===== src/hw/rtl/phni_pkg.sv =====
package phni_pkg;

    localparam logic [31:0] NOP_WORD   = 32'h0000_0033;
    localparam logic [31:0] ECALL_WORD = 32'h0000_0073;

    localparam logic [6:0] OPC_LOAD   = 7'b0000011;
    localparam logic [6:0] OPC_JAL    = 7'b1101111;
    localparam logic [6:0] OPC_REG    = 7'b0110011;
    localparam logic [6:0] OPC_STORE  = 7'b0100011;
    localparam logic [6:0] OPC_BRANCH = 7'b1100011;
    localparam logic [6:0] OPC_LUI    = 7'b0110111;
    localparam logic [6:0] OPC_AUIPC  = 7'b0010111;
    localparam logic [6:0] OPC_JALR   = 7'b1100111;
    localparam logic [6:0] OPC_IMM    = 7'b0010011;
    localparam logic [6:0] OPC_FENCE  = 7'b0001111;
    localparam logic [6:0] OPC_SYSTEM = 7'b1110011;

    localparam logic [1:0] MAX_NOPS = 2'd2;

    typedef struct packed {
        logic       writes;
        logic       is_load;
        logic [4:0] rd;
    } t_writer;

    typedef struct packed {
        logic [1:0] nops;
        t_writer    wr;
    } t_dec;

endpackage


===== src/hw/rtl/pipeline_hazard_nop_inserter_core.sv =====
// Hazard NOP inserter for an RV32I pipeline. Each input item is one
// instruction word; the block emits 0x00000033 NOPs as needed to clear data
// hazards against the two previously emitted instructions (two NOPs for a
// dependence on the last one, one for the one before; with forwarding only
// load-use costs one NOP; every jal gets one NOP), then the word itself with
// o_last_of_run set. An item goes from the input register through decode into
// the output register; o_in_stall holds the input register while NOPs are
// inserted or the output stalls, so a stream runs at one item per cycle only
// when neither occurs, limited by the single output register. Write
// forwarding_enable (bit 0 of i_cfg_data) only while the block is idle.
module pipeline_hazard_nop_inserter_core (
    input  logic        i_clk,
    input  logic        i_rst_n,
    input  logic        i_cfg_valid,
    output logic        o_cfg_ready,
    input  logic        i_cfg_data,
    input  logic        i_in_valid,
    output logic        o_in_stall,
    input  logic [31:0] i_instr_word,
    output logic        o_out_valid,
    input  logic        i_out_stall,
    output logic [31:0] o_out_word,
    output logic        o_is_inserted_nop,
    output logic        o_last_of_run
);
    import phni_pkg::*;

    logic        r_fwd_en;
    logic        r_in_vld;
    logic [31:0] r_in_word;
    logic [1:0]  r_cnt;
    t_writer     r_slot0;
    t_writer     r_slot1;
    logic        r_out_vld;
    logic [31:0] r_out_word;
    logic        r_out_nop;
    logic        r_out_last;

    t_dec        dec;
    logic        out_free;
    logic        move;
    logic        emit_instr;

    phni_decode u_decode (
        .i_word   (r_in_word),
        .i_fwd_en (r_fwd_en),
        .i_slot0  (r_slot0),
        .i_slot1  (r_slot1),
        .o_dec    (dec)
    );

    assign out_free   = !r_out_vld || !i_out_stall;
    assign move       = r_in_vld && out_free;
    assign emit_instr = r_cnt >= dec.nops;
    assign o_in_stall = r_in_vld && !(move && emit_instr);
    assign o_cfg_ready = 1'b1;

    assign o_out_valid       = r_out_vld;
    assign o_out_word        = r_out_word;
    assign o_is_inserted_nop = r_out_nop;
    assign o_last_of_run     = r_out_last;

    always_ff @(posedge i_clk) begin
        if (!i_rst_n) begin
            r_fwd_en  <= 1'b0;
            r_in_vld  <= 1'b0;
            r_cnt     <= 2'd0;
            r_slot0   <= '0;
            r_slot1   <= '0;
            r_out_vld <= 1'b0;
        end else begin
            if (i_cfg_valid) begin
                r_fwd_en <= i_cfg_data;
            end
            if (!o_in_stall) begin
                r_in_vld <= i_in_valid;
            end
            if (out_free) begin
                r_out_vld <= move;
            end
            if (move) begin
                if (emit_instr) begin
                    r_cnt   <= 2'd0;
                    r_slot0 <= dec.wr;
                    r_slot1 <= (dec.nops != 2'd0) ? t_writer'('0) : r_slot0;
                end else begin
                    r_cnt <= r_cnt + 2'd1;
                end
            end
        end
    end

    always_ff @(posedge i_clk) begin
        if (!o_in_stall && i_in_valid) begin
            r_in_word <= i_instr_word;
        end
        if (move) begin
            r_out_word <= emit_instr ? r_in_word : NOP_WORD;
            r_out_nop  <= !emit_instr;
            r_out_last <= emit_instr;
        end
    end

    a_cnt_range: assert property (@(posedge i_clk) disable iff (!i_rst_n)
        r_cnt <= MAX_NOPS)
        else $error("nop counter out of range");

    a_out_kind: assert property (@(posedge i_clk) disable iff (!i_rst_n)
        r_out_vld |-> (r_out_nop != r_out_last))
        else $error("result is neither or both nop and instruction");

    a_slot_clear: assert property (@(posedge i_clk) disable iff (!i_rst_n)
        (move && emit_instr && dec.nops != 2'd0) |=> !r_slot1.writes)
        else $error("writer survived an inserted nop");

    a_idle_cnt: assert property (@(posedge i_clk) disable iff (!i_rst_n)
        !r_in_vld |-> r_cnt == 2'd0)
        else $error("nop count held without an item");

endmodule


===== src/hw/rtl/phni_decode.sv =====
module phni_decode (
    input  logic [31:0]       i_word,
    input  logic              i_fwd_en,
    input  phni_pkg::t_writer i_slot0,
    input  phni_pkg::t_writer i_slot1,
    output phni_pkg::t_dec    o_dec
);
    import phni_pkg::*;

    logic [6:0] opc;
    logic [4:0] rd;
    logic [4:0] rs1;
    logic [4:0] rs2;
    logic       reads1;
    logic       reads2;
    logic       may_write;
    logic       is_load;
    logic       is_jal;
    logic       dep0;
    logic       dep1;

    assign opc = i_word[6:0];
    assign rd  = i_word[11:7];
    assign rs1 = i_word[19:15];
    assign rs2 = i_word[24:20];

    always_comb begin
        reads1    = 1'b0;
        reads2    = 1'b0;
        may_write = 1'b0;
        is_load   = 1'b0;
        is_jal    = 1'b0;
        unique case (opc)
            OPC_REG: begin
                reads1 = 1'b1; reads2 = 1'b1; may_write = 1'b1;
            end
            OPC_JALR, OPC_IMM, OPC_FENCE, OPC_SYSTEM: begin
                reads1 = 1'b1; may_write = 1'b1;
            end
            OPC_LOAD: begin
                reads1 = 1'b1; may_write = 1'b1; is_load = 1'b1;
            end
            OPC_STORE, OPC_BRANCH: begin
                reads1 = 1'b1; reads2 = 1'b1;
            end
            OPC_LUI, OPC_AUIPC: begin
                may_write = 1'b1;
            end
            OPC_JAL: begin
                may_write = 1'b1; is_jal = 1'b1;
            end
            default: begin
            end
        endcase
        if (i_word == ECALL_WORD) begin
            reads1 = 1'b0;
            reads2 = 1'b0;
        end
    end

    assign dep0 = i_slot0.writes && ((reads1 && i_slot0.rd == rs1) || (reads2 && i_slot0.rd == rs2));
    assign dep1 = i_slot1.writes && ((reads1 && i_slot1.rd == rs1) || (reads2 && i_slot1.rd == rs2));

    always_comb begin
        priority if (is_jal) begin
            o_dec.nops = 2'd1;
        end else if (i_fwd_en) begin
            o_dec.nops = (i_slot0.is_load && dep0) ? 2'd1 : 2'd0;
        end else if (dep0) begin
            o_dec.nops = MAX_NOPS;
        end else if (dep1) begin
            o_dec.nops = 2'd1;
        end else begin
            o_dec.nops = 2'd0;
        end
        o_dec.wr.writes  = may_write && (rd != 5'd0);
        o_dec.wr.is_load = o_dec.wr.writes && is_load;
        o_dec.wr.rd      = o_dec.wr.writes ? rd : 5'd0;
    end

endmodule

===== config.mk =====
export PLATFORM = sky130hd
export DESIGN_NAME = pipeline_hazard_nop_inserter_core
export DESIGN_NICKNAME = d
export VERILOG_FILES = /design/src/hw/rtl/phni_pkg.sv /design/src/hw/rtl/pipeline_hazard_nop_inserter_core.sv /design/src/hw/rtl/phni_decode.sv
export SDC_FILE = /design/constraint.sdc
export NUM_CORES = 1
export LEC_CHECK = 0
export BUFFER_PORTS_ARGS = -buffer_cell sky130_fd_sc_hd__buf_2
export CAP_MARGIN = 20
export CORE_MARGIN = 3
export CORE_UTILIZATION = 35
export DETAILED_ROUTE_END_ITERATION = 10
export PLACE_DENSITY_LB_ADDON = 0.05
export SLEW_MARGIN = 5
export SYNTH_ARGS = -nofsm -noshare
export SYNTH_HDL_FRONTEND = slang
export SYNTH_HIERARCHICAL = 1
export SYNTH_SLANG_ARGS = --single-unit

===== constraint.sdc =====
create_clock -name i_clk -period 6.2 [get_ports i_clk]
set_clock_uncertainty 0.15 [all_clocks]
set_input_delay 0.62 -clock i_clk [delete_from_list [all_inputs] [get_ports i_clk]]
set_output_delay 0.62 -clock i_clk [all_outputs]
set_load 0.1 [all_outputs]

==> results of run 1 <==
==> worst max path at each step <==
stage | startpoint | to | slack, ps | cells past startpoint
final | r_in_word[4] | o_in_stall | 1180 | 12
after global routing | r_in_word[6] | o_in_stall | 710 | 12
after CTS | r_in_word[4] | o_in_stall | 1160 | 12
after detailed placement | r_in_word[4] | o_in_stall | 1570 | 12
after global placement | r_in_word[4] | o_in_stall | 1670 | 12
after floorplan | r_in_word[2] | r_in_word[0] | 580 | 13
==> through the flow <==
step | hold slack, ps | instance area, um2 | instances | utilization, % | worst slack (ps)
after floorplan | 288 | 3590 | 268 | - | 584
after global placement | 310 | 4050 | 461 | 41.0 | 1670
after detailed placement | 312 | 4050 | 461 | 41.0 | 1570
after CTS | 274 | 4270 | 477 | 43.2 | 1160
after global routing | 263 | 4270 | 477 | 43.2 | 709
final | 294 | 4270 | 477 | 43.2 | 1180
==> flip-flops by register name (all words and copies together) (netlist names) <==
name               flops
o_last_of_run          1
o_out_word            32
r_in_vld               1
o_out_valid            1
r_in_word             32
r_slot1                6
r_fwd_en               1
r_slot0                7
o_is_inserted_nop      1
r_cnt                  2
==> cells in the final DEF, fill, tap and decap left out, types with 8 or more instances in the layout <==
cell,instances
dfxtp_1,18
clkbuf_8,9
buf_2,73
and2_1,35
xor2_1,11
edfxtp_1,66
nor3_1,8
mux2i_1,8
xnor2_1,9
nand2_1,23
==> worst reg2reg max path, delay by kind of cell, from the launching register on <==
kind / cells / cell delay [ps]
AOI/OAI and AO/OA: 6 / 1040
and+or+nand+nor: 3 / 1600
buffers and inverters: 2 / 490
DFF: 1 / 520
adders and majority gates: 1 / 370
==> power by group <==
part	internal, mW	switching, mW	leakage (nW)
clock	0.227	0.193	0.104
combinational	0.0372	0.135	0.708
sequential	0.641	0.0193	0.771
total	0.905	0.348	1.58
==> layout make-up <==
class	count	area share (%)
clock inverter	6	2.08
clock buffer	10	2.99
timing repair buffer	74	8.74
tap	133	3.90
sequential	84	54.9
multi-input combinational	163	26.8
inverter	7	0.616
==> layer usage <==
metal / share of wire, % / wire, um
met3: 4.6 / 332
met2: 46 / 3320
met4: 0.75 / 54
met1: 48 / 3450
met5: 0 / 0
==> metrics.md, run 1 <==
| Metric | Value |
|---|---|
| Outcome | `completed` |
| Congestion Overflow GR | `0` |
| Crit Reg-Reg Endpoint | `r_in_word[24]` |
| Critical Path AT | `4250 ps` |
| Clk buf depth | `2` |
| DR pass1 iterations | `4` |
| Max transition margin | `38.7%` |
| Max-slew violation count | `0` |
| RSZ-0062 raised after global routing | `no` |
| Critical Path Fanout Max | `36` |
| Tmin final | `5020 ps` |
| Die ar. | `11500 um2` |
| Row count | `36` |
| First-pass GRT wire length | `11700 um` |
| Routed Antenna Nets | `0` |
| Number of global-route vias before repair | `2209` |
| Min-delay src | `i_instr_word[11]` |
| Initial Utilization | `36.4%` |
| Die X | `107 um` |
| Fmax | `0.199 GHz` |
| DR vias/cell | `4.68` |
| Critical-path top delay cell | `nor4b_2` |
| YS warnings | `6` |
| CP cell instances | `nand3b_1 -> o32a_1 -> o31ai_1 -> o41ai_1 -> a21oi_1 -> nor4b_2 -> inv_1 -> ha_1 -> a21oi_4 -> inv_2 -> a21boi_1 -> buf_2` |
| Worst Max-Slew Pin Slew | `917 ps` |
| CTS Buf Count | `9` |
| Setup CP Type | `flip-flop to primary output` |
| Fin. Hold Viols | `0` |
| FF-to-FF setup slack | `1630 ps` |
| # hold bufs at CTS | `0` |
| Final wirelength | `7160 um` |
| Average wire per standard cell | `15.0 um` |
| Mapped Area | `3590 um2` |
| Worst-Skew Late Latency | `340 ps` |
| Final GP Congestion | `0.786` |
| Reg2reg path depth | `12` |
| Port Buffers | `73` |
| Clk slew on worst S/H paths | `90 ps` |
| CTS Sinks | `84` |
| DIE HEIGHT | `107 um` |
| Met3 usage | `2.58%` |
| CP Data Required Time | `5430 ps` |
| Max capacitance violation total | `0` |
| Syn avg cell area | `13.4 um2` |
| Worst R2R Start | `r_in_word[4]` |
| Power Density | `294 nW/um2` |
| Num ports | `75` |
| Worst min path class | `input pin to flip-flop` |
| Busiest grt layer | `met2` |
| Leakage power | `1.58 nW` |
| Startpoint types | `flip-flop` |
| H-tree Lvls | `3` |
| Peak per-stage delay on the critical path | `600 ps` |
| Root buffer cell | `clkbuf_8` |
| Mapped Nets | `308` |
| Area occupied by registers | `2340 um2` |
| DRC | `0` |
| Layout Area Growth over Synthesis | `18.9%` |
| Post-CTS Resized | `0` |
| Min-Delay Endpoint | `r_in_word[11]` |
| Post-CTS setup repair buffer count | `0` |
| Largest net degree at the start of global routing | `37` |
| Total GRT Usage | `13.4%` |
| Vias | `2233` |
| Nets | `379` |
| Initial detailed-routing violation count | `60` |
| Core area | `9860 um2` |
| Met2 Use GR | `21.1%` |
| WHS Path Cells | `1` |
| DP HPWL | `5090 um` |
| # diodes | `0` |
| Initial antenna violation count | `0` |
| CTS tree | `done` |
| Worst VDD drop | `0.0942 mV` |
| Setup violators final | `0` |
| Total power | `1.25 mW` |
| Final setup TNS | `0 ps` |
| CP bufs+invs | `3` |
| Share of cells above drive strength 1 | `29.1%` |
| Mapped Cells | `268` |
| M1 GR Usage | `18.5%` |
| Final worst path period share | `80.9%` |
| Area of the multi-input gates | `1140 um2` |
| CP Capture Type | `primary output` |
| Family with the most delay on the worst path | `compound AO/OA/AOI/OAI gates` |
| Fill cell total of the finished layout | `930` |
Note: power is estimated with default switching activity, not from simulation.
==> run 2, diff against run 1 <==
--- a/config.mk
+++ b/config.mk
@@ -5,6 +5,7 @@
 export SDC_FILE = /design/constraint.sdc
 export NUM_CORES = 1
 export LEC_CHECK = 0
+export ABC_AREA = 1
 export BUFFER_PORTS_ARGS = -buffer_cell sky130_fd_sc_hd__buf_2
 export CAP_MARGIN = 20
 export CORE_MARGIN = 3
==> constraint.sdc (replaced) <==
create_clock -name i_clk -period 4.5 [get_ports i_clk]
set_clock_uncertainty 0.15 [all_clocks]
set_input_delay 0.45 -clock i_clk [delete_from_list [all_inputs] [get_ports i_clk]]
set_output_delay 0.45 -clock i_clk [all_outputs]
set_load 0.1 [all_outputs]
==> run 2 against run 1 <==
Setup slack got worse by 280 ps; routed wire length grew 3.0%; highest routed layer unchanged; final area up 4.5%.
==> metrics.md, run 2 <==
| Metric | Value |
|---|---|
| Outcome | `completed` |
| Root buffer cell | `clkbuf_8` |
| Vias | `2534` |
| Startpoint types | `flip-flop` |
| Share of cells above drive strength 1 | `25.8%` |
| Nets | `496` |
| Busiest grt layer | `met2` |
| Fill cell total of the finished layout | `1047` |
| Mapped Cells | `379` |
| Worst min path class | `input pin to flip-flop` |
| Congestion Overflow GR | `0` |
| CP bufs+invs | `2` |
| Final wirelength | `7380 um` |
| Final setup TNS | `0 ps` |
| DIE HEIGHT | `110 um` |
| Total GRT Usage | `13.2%` |
| # hold bufs at CTS | `0` |
| Initial antenna violation count | `0` |
| CTS Buf Count | `9` |
| Peak per-stage delay on the critical path | `500 ps` |
| Met3 usage | `3.64%` |
| Initial detailed-routing violation count | `105` |
| Most common cell after layout, fill and taps aside | `nand2_1` |
| CP Capture Type | `primary output` |
| Layout Area Growth over Synthesis | `18.3%` |
| Reg2reg path depth | `14` |
| YS warnings | `6` |
| Mapped Area | `3770 um2` |
| Crit Reg-Reg Endpoint | `o_out_word[5]` |
| Final worst path period share | `79.9%` |
| Port Buffers | `73` |
| Setup violators final | `0` |
| Critical-path top delay cell | `edfxtp_1` |
| Post-DP Area | `4250 um2` |
| Clk slew on worst S/H paths | `90 ps` |
| Fin. Hold Viols | `0` |
| Max transition margin | `57.5%` |
| Hold Slack | `121 ps` |
| Die X | `110 um` |
| Routed Antenna Nets | `0` |
| Leakage power | `2.04 nW` |
| Family with the most delay on the worst path | `simple AND/OR/NAND/NOR gates` |
| Number of global-route vias before repair | `2456` |
| CP Data Required Time | `3900 ps` |
| Post-CTS setup repair buffer count | `0` |
| Worst-Skew Late Latency | `350 ps` |
| Most frequent cells in the layout | `nand2_1 (78), buf_2 (73), edfxtp_1 (66)` |
| DRC | `0` |
| Finished Core Util | `42.8%` |
| Average wire per standard cell | `12.4 um` |
| Power Density | `396 nW/um2` |
| DP HPWL | `5180 um` |
| Worst Max-Slew Pin Slew | `638 ps` |
| Critical Path AT | `3000 ps` |
| M1 GR Usage | `16.2%` |
| DR pass1 iterations | `4` |
| CTS Sinks | `84` |
| Met2 Use GR | `22.4%` |
| Row count | `37` |
| H-tree Lvls | `3` |
| Min-delay src | `i_instr_word[14]` |
| Final GP Congestion | `0.810` |
| Setup CP Type | `flip-flop to primary output` |
| Largest net degree at the start of global routing | `51` |
| FF-to-FF setup slack | `1290 ps` |
| Max capacitance violation total | `0` |
| Die ar. | `12000 um2` |
| Min-Delay Endpoint | `r_in_word[14]` |
| Fmax | `0.278 GHz` |
| # diodes | `0` |
| Max-slew violation count | `0` |
| CTS tree | `done` |
| Post-CTS Resized | `0` |
| Clk buf depth | `2` |
| Worst VDD drop | `0.178 mV` |
| Initial Utilization | `36.2%` |
| Syn avg cell area | `9.94 um2` |
| Num ports | `75` |
| Final Cell Area | `4460 um2` |
| CP cell instances | `nor2_1 -> nand3_1 -> nor2_1 -> nand3_1 -> nand3_1 -> nor2_1 -> nor2_1 -> a21oi_2 -> ha_1 -> nand2_1 -> nand3_4 -> nand2_4 -> nand2_1 -> inv_1 -> buf_2` |
| DR vias/cell | `4.24` |
| Mapped Nets | `419` |
| WHS Path Cells | `1` |
| First-pass GRT wire length | `12000 um` |
| Core area | `10400 um2` |
| RSZ-0062 raised after global routing | `no` |
| Tmin final | `3600 ps` |
| Worst R2R Start | `r_in_word[21]` |
| Total power | `1.76 mW` |
| Critical Path Fanout Max | `5` |
| Most frequent CP cell | `nor2_1` |
run 2: area by class of cell:
cell class / instances / area (um2) / area share (%)
clock buffers: 12 / 155 / 3.48
repair buffers: 75 / 380 / 8.53
flip-flops and latches: 84 / 2340 / 52.6
inverters: 65 / 249 / 5.59
well taps: 136 / 170 / 3.82
multi-input cells: 221 / 1110 / 25.0
clock inverters: 4 / 47.5 / 1.07
run 2: routing by layer:
layer  wire [um]  share of wire, %
met5           0                 0
met4          75               1.0
met3         367               5.0
met2        3580                48
met1        3360                46
run 2: stage by stage:
step,setup WS (ps),instances
after floorplan,169,379
after global placement,1260,581
after detailed placement,1220,581
after CTS,830,597
after global routing,601,597
final,905,597
run 2: how the worst max path moves through the flow:
stage	to	startpoint	cells after the start	slack, ps
detailed placement	o_out_word[4]	r_in_word[21]	14	1220
floorplan	r_in_word[0]	r_in_word[6]	15	170
CTS	o_in_stall	r_in_word[21]	15	830
finish	o_in_stall	r_in_word[21]	15	900
global route	o_in_stall	r_in_word[21]	15	600
global placement	o_in_stall	r_in_word[21]	15	1260
run 2: where the power goes:
part | total, mW | leakage, nW | switching (mW) | internal [mW]
clock network | 0.544 | 0.102 | 0.259 | 0.285
logic | 0.292 | 1.16 | 0.226 | 0.0659
registers | 0.928 | 0.774 | 0.0337 | 0.894
